[src/sll_pkg.sv]
// Package for the static linked list engine: operation and status codes,
// sequencer states and the default store size. No dependencies.
package sll_pkg;

  localparam int SLOTS_DEF = 16;

  typedef enum logic [1:0] {
    FN_INSERT  = 2'd0,
    FN_DELETE  = 2'd1,
    FN_FIND    = 2'd2,
    FN_REPLACE = 2'd3
  } func_t;

  typedef enum logic [1:0] {
    ST_OK        = 2'd0,
    ST_NOT_FOUND = 2'd1,
    ST_FULL      = 2'd2,
    ST_BEYOND    = 2'd3
  } status_t;

  typedef enum logic [3:0] {
    S_IDLE,
    S_INS_WALK,
    S_INS_FREE,
    S_INS_TAKE,
    S_INS_LINK,
    S_INS_HOOK,
    S_SRCH_FIRST,
    S_SRCH_NODE,
    S_DEL_FREE,
    S_DEL_LINK,
    S_DEL_HOOK
  } state_t;

endpackage

[src/sll_ram.sv]
// Generic single-write, single-read RAM with registered read data.
// No dependencies.
module sll_ram #(
  parameter int WIDTH = 8,
  parameter int DEPTH = 16
) (
  input  logic                     clk,
  input  logic                     we,
  input  logic [$clog2(DEPTH)-1:0] waddr,
  input  logic [WIDTH-1:0]         wdata,
  input  logic [$clog2(DEPTH)-1:0] raddr,
  output logic [WIDTH-1:0]         rdata
);

  logic [WIDTH-1:0] mem [DEPTH];

  always_ff @(posedge clk) begin
    if (we) begin
      mem[waddr] <= wdata;
    end
    rdata <= mem[raddr];
  end

endmodule

[src/sll_link_store.sv]
// Link store: RAM of next links plus one valid bit per slot; a slot never
// written reads as its reset link (free chain from slot 2, head empty).
// Depends on sll_ram.
module sll_link_store #(
  parameter int SLOTS = 16
) (
  input  logic                     clk,
  input  logic                     rst,
  input  logic                     we,
  input  logic [$clog2(SLOTS)-1:0] waddr,
  input  logic [$clog2(SLOTS)-1:0] wdata,
  input  logic [$clog2(SLOTS)-1:0] raddr,
  output logic [$clog2(SLOTS)-1:0] rdata
);

  localparam int IW = $clog2(SLOTS);

  logic [SLOTS-1:0] vld;
  logic             vld_q;
  logic [IW-1:0]    addr_q;
  logic [IW-1:0]    ram_q;
  logic [IW:0]      inc;
  logic [IW-1:0]    init_link;

  sll_ram #(.WIDTH(IW), .DEPTH(SLOTS)) u_ram (
    .clk   (clk),
    .we    (we),
    .waddr (waddr),
    .wdata (wdata),
    .raddr (raddr),
    .rdata (ram_q)
  );

  always_ff @(posedge clk) begin
    if (rst) begin
      vld <= '0;
    end else if (we) begin
      vld[waddr] <= 1'b1;
    end
    vld_q  <= vld[raddr];
    addr_q <= raddr;
  end

  // reset link: slot 0 -> 2, head and last slot -> 0, others -> next slot
  always_comb begin
    inc = {1'b0, addr_q} + (IW+1)'(1);
    if (addr_q == '0) begin
      init_link = IW'(2);
    end else if (addr_q == IW'(1) || addr_q == IW'(SLOTS-1)) begin
      init_link = '0;
    end else begin
      init_link = inc[IW-1:0];
    end
  end

  assign rdata = vld_q ? ram_q : init_link;

endmodule

[src/static_linked_list_engine.sv]
// Static linked list engine: top level with the operation sequencer.
// Depends on sll_pkg, sll_link_store and sll_ram.
//
// Usage:
//   A transaction is accepted at a rising edge with start high and busy low;
//   func, position, value and new_value are captured then. busy stays high
//   while the sequencer walks the node store. The result (status, slot) is
//   presented for exactly one cycle with done high; the receiver cannot
//   stall, so it must take the result in that cycle.
// Sequence of operations:
//   insert            : walk to position (position 0 counts as 1), read the
//                       free chain head, then take, link and hook the slot
//   find / replace    : read the first node, then one node per hop to the match
//   delete            : as find, then the unlink, link and hook writes
//   misses end after the last node, beyond-end as soon as the walk runs out.
//   The steps are set by the link store: one registered read per hop, and
//   each link update is one write of its single write port.
//   A new transaction may be started in the cycle that shows done.
// Reset: synchronous, active high. The list is empty, slots 2 and up form
//   the free chain (valid bits in the link store, so no clearing pass).
//   Node bytes are undefined until written; only written ones are read.
module static_linked_list_engine #(
  parameter int SLOTS = sll_pkg::SLOTS_DEF
) (
  input  logic       clk,
  input  logic       rst,
  input  logic       start,
  input  logic [1:0] func,
  input  logic [4:0] position,
  input  logic [7:0] value,
  input  logic [7:0] new_value,
  output logic       busy,
  output logic       done,
  output logic [1:0] status,
  output logic [3:0] slot
);

  import sll_pkg::*;

  localparam int IW = $clog2(SLOTS);
  localparam logic [IW-1:0] HEAD      = IW'(1);
  localparam logic [IW-1:0] FREE_HEAD = '0;

  state_t        state, state_next;

  // captured request
  func_t         func_q, func_q_next;
  logic [4:0]    pos_q, pos_q_next;
  logic [7:0]    val_q, val_q_next;
  logic [7:0]    nval_q, nval_q_next;

  // walk registers: at = insert point / predecessor, cur = fresh / hit slot
  logic [IW-1:0] at, at_next;
  logic [IW-1:0] cur, cur_next;
  logic [IW-1:0] nxt, nxt_next;   // saved link of at (insert) or of hit
  logic [IW-1:0] fr, fr_next;     // free chain head (delete)
  logic [4:0]    hop_i, hop_i_next;
  logic [IW:0]   hops, hops_next;
  logic [IW:0]   hops_inc;

  // result
  logic          done_next;
  status_t       status_q, status_q_next;
  logic [3:0]    slot_q, slot_q_next;
  logic [IW+3:0] cur_wide;

  // store ports
  logic [IW-1:0] raddr;
  logic          lk_we;
  logic [IW-1:0] lk_waddr, lk_wdata, lk_rdata;
  logic          nv_we;
  logic [IW-1:0] nv_waddr;
  logic [7:0]    nv_wdata, nv_rdata;

  sll_link_store #(.SLOTS(SLOTS)) u_links (
    .clk   (clk),
    .rst   (rst),
    .we    (lk_we),
    .waddr (lk_waddr),
    .wdata (lk_wdata),
    .raddr (raddr),
    .rdata (lk_rdata)
  );

  sll_ram #(.WIDTH(8), .DEPTH(SLOTS)) u_values (
    .clk   (clk),
    .we    (nv_we),
    .waddr (nv_waddr),
    .wdata (nv_wdata),
    .raddr (raddr),
    .rdata (nv_rdata)
  );

  assign hops_inc = hops + (IW+1)'(1);
  assign cur_wide = {4'b0, cur};

  always_ff @(posedge clk) begin
    if (rst) begin
      state    <= S_IDLE;
      done     <= 1'b0;
    end else begin
      state    <= state_next;
      done     <= done_next;
    end
    func_q   <= func_q_next;
    pos_q    <= pos_q_next;
    val_q    <= val_q_next;
    nval_q   <= nval_q_next;
    at       <= at_next;
    cur      <= cur_next;
    nxt      <= nxt_next;
    fr       <= fr_next;
    hop_i    <= hop_i_next;
    hops     <= hops_next;
    status_q <= status_q_next;
    slot_q   <= slot_q_next;
  end

  always_comb begin
    state_next    = state;
    func_q_next   = func_q;
    pos_q_next    = pos_q;
    val_q_next    = val_q;
    nval_q_next   = nval_q;
    at_next       = at;
    cur_next      = cur;
    nxt_next      = nxt;
    fr_next       = fr;
    hop_i_next    = hop_i;
    hops_next     = hops;
    status_q_next = status_q;
    slot_q_next   = slot_q;
    done_next     = 1'b0;
    raddr         = '0;
    lk_we         = 1'b0;
    lk_waddr      = '0;
    lk_wdata      = '0;
    nv_we         = 1'b0;
    nv_waddr      = '0;
    nv_wdata      = '0;

    unique case (state)
      S_IDLE: begin
        if (start) begin
          func_q_next = func_t'(func);
          pos_q_next  = position;
          val_q_next  = value;
          nval_q_next = new_value;
          at_next     = HEAD;
          hop_i_next  = 5'd1;
          raddr       = HEAD;
          state_next  = (func_t'(func) == FN_INSERT) ? S_INS_WALK : S_SRCH_FIRST;
        end
      end

      // lk_rdata is the link of at
      S_INS_WALK: begin
        if (hop_i < pos_q) begin
          at_next = lk_rdata;
          if (lk_rdata == '0) begin
            status_q_next = ST_BEYOND;
            slot_q_next   = '0;
            done_next     = 1'b1;
            state_next    = S_IDLE;
          end else begin
            raddr      = lk_rdata;
            hop_i_next = hop_i + 5'd1;
          end
        end else begin
          nxt_next   = lk_rdata;
          raddr      = FREE_HEAD;
          state_next = S_INS_FREE;
        end
      end

      S_INS_FREE: begin
        if (lk_rdata == '0) begin
          status_q_next = ST_FULL;
          slot_q_next   = '0;
          done_next     = 1'b1;
          state_next    = S_IDLE;
        end else begin
          cur_next   = lk_rdata;
          raddr      = lk_rdata;
          state_next = S_INS_TAKE;
        end
      end

      // pop fresh slot off the free chain and store the byte
      S_INS_TAKE: begin
        lk_we      = 1'b1;
        lk_waddr   = FREE_HEAD;
        lk_wdata   = lk_rdata;
        nv_we      = 1'b1;
        nv_waddr   = cur;
        nv_wdata   = val_q;
        state_next = S_INS_LINK;
      end

      S_INS_LINK: begin
        lk_we      = 1'b1;
        lk_waddr   = cur;
        lk_wdata   = nxt;
        state_next = S_INS_HOOK;
      end

      S_INS_HOOK: begin
        lk_we         = 1'b1;
        lk_waddr      = at;
        lk_wdata      = cur;
        status_q_next = ST_OK;
        slot_q_next   = cur_wide[3:0];
        done_next     = 1'b1;
        state_next    = S_IDLE;
      end

      // lk_rdata is the first node after the head
      S_SRCH_FIRST: begin
        cur_next  = lk_rdata;
        hops_next = '0;
        if (lk_rdata == '0) begin
          status_q_next = ST_NOT_FOUND;
          slot_q_next   = '0;
          done_next     = 1'b1;
          state_next    = S_IDLE;
        end else begin
          raddr      = lk_rdata;
          state_next = S_SRCH_NODE;
        end
      end

      // byte and link of cur are on the read ports
      S_SRCH_NODE: begin
        if (nv_rdata == val_q) begin
          case (func_q)
            FN_DELETE: begin
              nxt_next   = lk_rdata;
              raddr      = FREE_HEAD;
              state_next = S_DEL_FREE;
            end
            FN_REPLACE: begin
              nv_we         = 1'b1;
              nv_waddr      = cur;
              nv_wdata      = nval_q;
              status_q_next = ST_OK;
              slot_q_next   = cur_wide[3:0];
              done_next     = 1'b1;
              state_next    = S_IDLE;
            end
            default: begin
              status_q_next = ST_OK;
              slot_q_next   = cur_wide[3:0];
              done_next     = 1'b1;
              state_next    = S_IDLE;
            end
          endcase
        end else begin
          at_next   = cur;
          cur_next  = lk_rdata;
          hops_next = hops_inc;
          if (lk_rdata == '0 || hops_inc == (IW+1)'(SLOTS)) begin
            status_q_next = ST_NOT_FOUND;
            slot_q_next   = '0;
            done_next     = 1'b1;
            state_next    = S_IDLE;
          end else begin
            raddr = lk_rdata;
          end
        end
      end

      // unlink the hit, then push it on the free chain
      S_DEL_FREE: begin
        fr_next    = lk_rdata;
        lk_we      = 1'b1;
        lk_waddr   = at;
        lk_wdata   = nxt;
        state_next = S_DEL_LINK;
      end

      S_DEL_LINK: begin
        lk_we      = 1'b1;
        lk_waddr   = cur;
        lk_wdata   = fr;
        state_next = S_DEL_HOOK;
      end

      S_DEL_HOOK: begin
        lk_we         = 1'b1;
        lk_waddr      = FREE_HEAD;
        lk_wdata      = cur;
        status_q_next = ST_OK;
        slot_q_next   = cur_wide[3:0];
        done_next     = 1'b1;
        state_next    = S_IDLE;
      end

      default: begin
        state_next = S_IDLE;
      end
    endcase
  end

  assign busy   = (state != S_IDLE);
  assign status = status_q;
  assign slot   = slot_q;

  // a transaction always leaves idle before its result, so results never abut
  a_done_pulse: assert property (@(posedge clk) disable iff (rst)
    done |=> !done) else $error("done held for more than one cycle");

  a_start_busy: assert property (@(posedge clk) disable iff (rst)
    start && !busy |=> busy) else $error("accepted transaction did not raise busy");

  a_done_idle: assert property (@(posedge clk) disable iff (rst)
    done |-> !busy) else $error("result shown while sequencer still busy");

  a_fail_slot: assert property (@(posedge clk) disable iff (rst)
    done && status_q != ST_OK |-> slot == 4'd0)
    else $error("failed transaction reported a slot");

  a_no_link_to_free_head: assert property (@(posedge clk) disable iff (rst)
    lk_we && lk_waddr != FREE_HEAD |-> lk_wdata != HEAD)
    else $error("link written to point at the list head");

endmodule
[config.mk]
export PLATFORM = sky130hd
export DESIGN_NAME = static_linked_list_engine
export DESIGN_NICKNAME = d
export VERILOG_FILES = /design/src/sll_pkg.sv /design/src/sll_ram.sv /design/src/sll_link_store.sv /design/src/static_linked_list_engine.sv
export SDC_FILE = /design/constraint.sdc
export NUM_CORES = 1
export LEC_CHECK = 0
export ABC_AREA = 1
export BUFFER_PORTS_ARGS = -buffer_cell sky130_fd_sc_hd__buf_2
export CORE_MARGIN = 1.5
export CORE_UTILIZATION = 60
export CTS_CLUSTER_SIZE = 20
export DETAILED_ROUTE_END_ITERATION = 10
export GPL_ROUTABILITY_DRIVEN = 0
export GPL_TIMING_DRIVEN = 0
export PLACE_DENSITY = 0.8
export SYNTH_ARGS = -nofsm -noshare
export SYNTH_HDL_FRONTEND = slang
export SYNTH_SLANG_ARGS = --single-unit
[constraint.sdc]
create_clock -name clk -period 6.6 [get_ports clk]
set_input_delay 0 -clock clk [delete_from_list [all_inputs] [get_ports clk]]
set_output_delay 0 -clock clk [all_outputs]
set_load 0.03 [all_outputs]
==> results.sh <==
export IMPL_outcome="finished, final reports clean"
export IMPL_cts_made_buffers=27
export IMPL_die_w_um=149
export IMPL_grt_pass1_vias=9385
export IMPL_maxSlewViolCount=0
export IMPL_seq_area_frac_synth_pct=63.9
export IMPL_cts_tree="built"
export IMPL_worstMarginPinSlew_ps=1330
export IMPL_hold_depth=2
export IMPL_r2r_cells=12
export IMPL_critPathArrivalTime_ps=3920
export IMPL_dieHeight_um=149
export IMPL_syn_nets=1298
export IMPL_pre_cts_ws_ps=3070
export IMPL_leakagePower_nw=6.04
export IMPL_wl_per_cell_um=20.1
export IMPL_crit_start="val_q[3]$_DFFE_PP_"
export IMPL_synth_area_per_cell_um2=10.1
export IMPL_peakVddDrop_v=0.000348
export IMPL_dr_pass1_iters=6
export IMPL_slowest_delay_ps=720
export IMPL_yosysWarnings=0
export IMPL_setup_tns_ps=0
export IMPL_grt_total_usage_pct=30.6
export IMPL_crit_path_end_kind="flip-flop"
export IMPL_synth_cell_types=38
export IMPL_fmax_mhz=267
export IMPL_grt_overflow_total=0
export IMPL_cp_start_kind="flip-flop"
export IMPL_viasPerCell=5.79
export IMPL_antenna_left=0
export IMPL_cp_cell_sequence="xor2_1 -> nor2_1 -> nand2_1 -> nor2_1 -> inv_1 -> nor2_2 -> nand3_1 -> nand2_1 -> inv_1 -> nor3_1 -> nand2_1 -> nor2_1"
export IMPL_r2r_start="val_q[3]$_DFFE_PP_"
export IMPL_hold_path_class="input pin to flip-flop"
export IMPL_min_delay_start="position[2]"
export IMPL_fin_ws_ps=2860
export IMPL_utilization_pct=69.0
export IMPL_hold_viol_final=0
export IMPL_via_count=9581
export IMPL_grt_first_pass_wirelength_um=50400
export IMPL_relSlewSlack_pct=10.9
export IMPL_cpMaxStageDelayCell="nor2_1"
export IMPL_wl_um=33200
export IMPL_clkSlewWorstSetupHoldPaths_ps=70
export IMPL_num_io_pins=34
export IMPL_design_core_area_um2=21000
export IMPL_cap_violations=0
export IMPL_dp_hpwl_um=22200
export IMPL_period_share_pct=56.7
export IMPL_finalSetupViolCount=0
export IMPL_clk_path_buf_depth=3
export IMPL_path_class="flip-flop to flip-flop"
export IMPL_finish_instance_area_um2=14500
export IMPL_cts_sinks=285
export IMPL_diodes=0
export IMPL_min_period_ps=3740
export IMPL_antenna_found_initial=0
export IMPL_rsz0062_at_grt="no"
export IMPL_critPathCapture="u_values.mem[6][1]$_DFFE_PP_"
export IMPL_htree_levels=1
export IMPL_area_growth_pct=13.0
export IMPL_hold_ws_ps=154
export IMPL_num_rows=53
export IMPL_cp_max_fo=9
export IMPL_cts_root_buf="clkbuf_16"
export IMPL_finClkSkew_ps=15.3
export IMPL_p_per_area_nw_per_um2=419
export IMPL_cp_required_ps=6780
export IMPL_r2r_setup_slack_ps=2860
export IMPL_synth_area_um2=12800
export IMPL_port_buffers=32
export IMPL_drive_gt1_share_pct=9.50
export IMPL_yosys_register_bits=285
export IMPL_final_nets=1393
export IMPL_drt_iter0_markers=1031
export IMPL_r2r_end="u_values.mem[6][1]$_DFFE_PP_"
export IMPL_insertion_delay_ps=560
export IMPL_start_util_pct=61.1
export IMPL_drcViolationCount=0
export IMPL_grt_max_degree=22
export IMPL_die_area_um2=22200
export IMPL_place_area_um2=13400
export IMPL_syn_inst=1263
-- kinds of logic after synthesis --
logic type	after synthesis	synth area share, %
fa+ha+maj	9	0.880
flops	285	63.9
compound gates	47	2.26
simple gates	619	22.9
xor+xnor	14	0.958
buf+inv	289	9.07
-- final cells by class --
type                            count  area (um2)
Timing Repair Buffer               66         493
Inverter                          236         887
Buffer                             53         274
Clock buffer                       45         783
Multi-Input combinational cell    689        3460
Tap cell                          275         344
Sequential cell                   285        8180
Fill cell                        1536        6500
Clock inverter                      5        36.3
-- metal layers --
layer | global-route usage, % | part of all wire, % | up-vias
met3 | 5.81 | 10 | 127
li1 | - | - | 4382
met2 | 51.2 | 49 | 572
met4 | 14.6 | 4.5 | 0
met1 | 38.6 | 36 | 4500
met5 | 0 | 0 | -
-- through the flow --
step	cells	power [W]
2_1_floorplan	1263	0.00379
3_3_place_gp	1570	0.00443
3_5_place_dp	1578	0.00450
4_1_cts	1653	0.00596
5_1_grt	1654	0.00630
6_report	1654	0.00606
-- report_power, final --
group | switching [W] | internal (W) | total (W)
logic | 0.00162 | 0.000616 | 0.00224
clock network | 0.000660 | 0.000809 | 0.00147
registers | 0.000107 | 0.00225 | 0.00235
-- how the worst min path moves through the flow --
| stage | to | slack (ps) |
|---|---|---|
| after floorplan | func_q[0]$_DFFE_PP_ | 100 |
| after global placement | pos_q[1]$_DFFE_PP_ | 180 |
| after detailed placement | val_q[1]$_DFFE_PP_ | 180 |
| after CTS | pos_q[4]$_DFFE_PP_ | 140 |
| after global routing | nval_q[4]$_DFFE_PP_ | 150 |
| final | pos_q[2]$_DFFE_PP_ | 150 |
-- timing repair --
action                                 in CTS  in global routing
endpoints found under the hold margin      43                  0
hold buffers                               25                  0
setup buffers                               0                  0
resized for setup                           0                  0
-- critical path: cells and delay by family (launching register included) --
kind	cells	cell delay, ps
simple gates	9	2510
flops	1	430
buf+inv	2	250
xor+xnor	1	180
-- synth_stat cells (all sizes together) --
| library cell | number | area share [%] |
|---|---|---|
| clkbuf | 12 | 0.35 |
| o2111ai | 1 | 0.068 |
| clkinv | 2 | 0.068 |
| a21oi | 12 | 0.59 |
| ha | 9 | 0.88 |
| edfxtp | 247 | 58 |
| a22oi | 4 | 0.23 |
| a31oi | 1 | 0.049 |
| nand2 | 185 | 5.6 |
| xor2 | 9 | 0.62 |
| nand4 | 3 | 0.15 |
| o311ai | 1 | 0.068 |
| dfxtp | 38 | 5.9 |
| nand3b | 53 | 3.1 |
| nor3 | 8 | 0.35 |
| xnor2 | 5 | 0.34 |
| nor4 | 4 | 0.20 |
| o22ai | 8 | 0.39 |
| o211a | 1 | 0.078 |
| or2 | 1 | 0.049 |
| o21ai | 17 | 0.66 |
| buf | 41 | 1.8 |
| o211ai | 2 | 0.12 |
| nand3 | 250 | 10 |
| nor2 | 115 | 3.5 |
| inv | 234 | 6.9 |
-- cell usage in the layout, fill, tap and decap left out, types with 2 or more instances in the layout --
master           n
a21oi_1         10
a22oi_1          4
buf_1            6
buf_2           56
buf_4           16
buf_6            3
clkbuf_1        26
clkbuf_16       27
clkbuf_8         4
clkinv_1         4
clkinv_2         2
dfxtp_1         38
dlygate4sd3_1   25
edfxtp_1       247
ha_1             9
inv_1          231
inv_2            3
nand2_1        178
nand2_2          7
nand3_1        248
nand3_4          2
nand3b_1        53
nand4_1          3
nor2_1         110
nor2_2           3
nor2_4           2
nor3_1           7
nor4_1           4
o211ai_1         2
o21ai_0          9
o21ai_1          8
o22ai_1          8
xnor2_1          5
xor2_1           9
-- state kept, by name, indices dropped and copies added, names as in the netlist --
signal	cells
u_values.mem	128
u_links.u_ram.mem	64
u_links.vld	16
nval_q	8
u_values.rdata	8
val_q	8
hop_i	5
hops	5
pos_q	5
at	4
cur	4
fr	4
nxt	4
slot	4
state	4
u_links.addr_q	4
u_links.u_ram.rdata	4
func_q	2
status	2
done	1
u_links.vld_q	1
No activity file was read; power rests on OpenSTA's default activity.
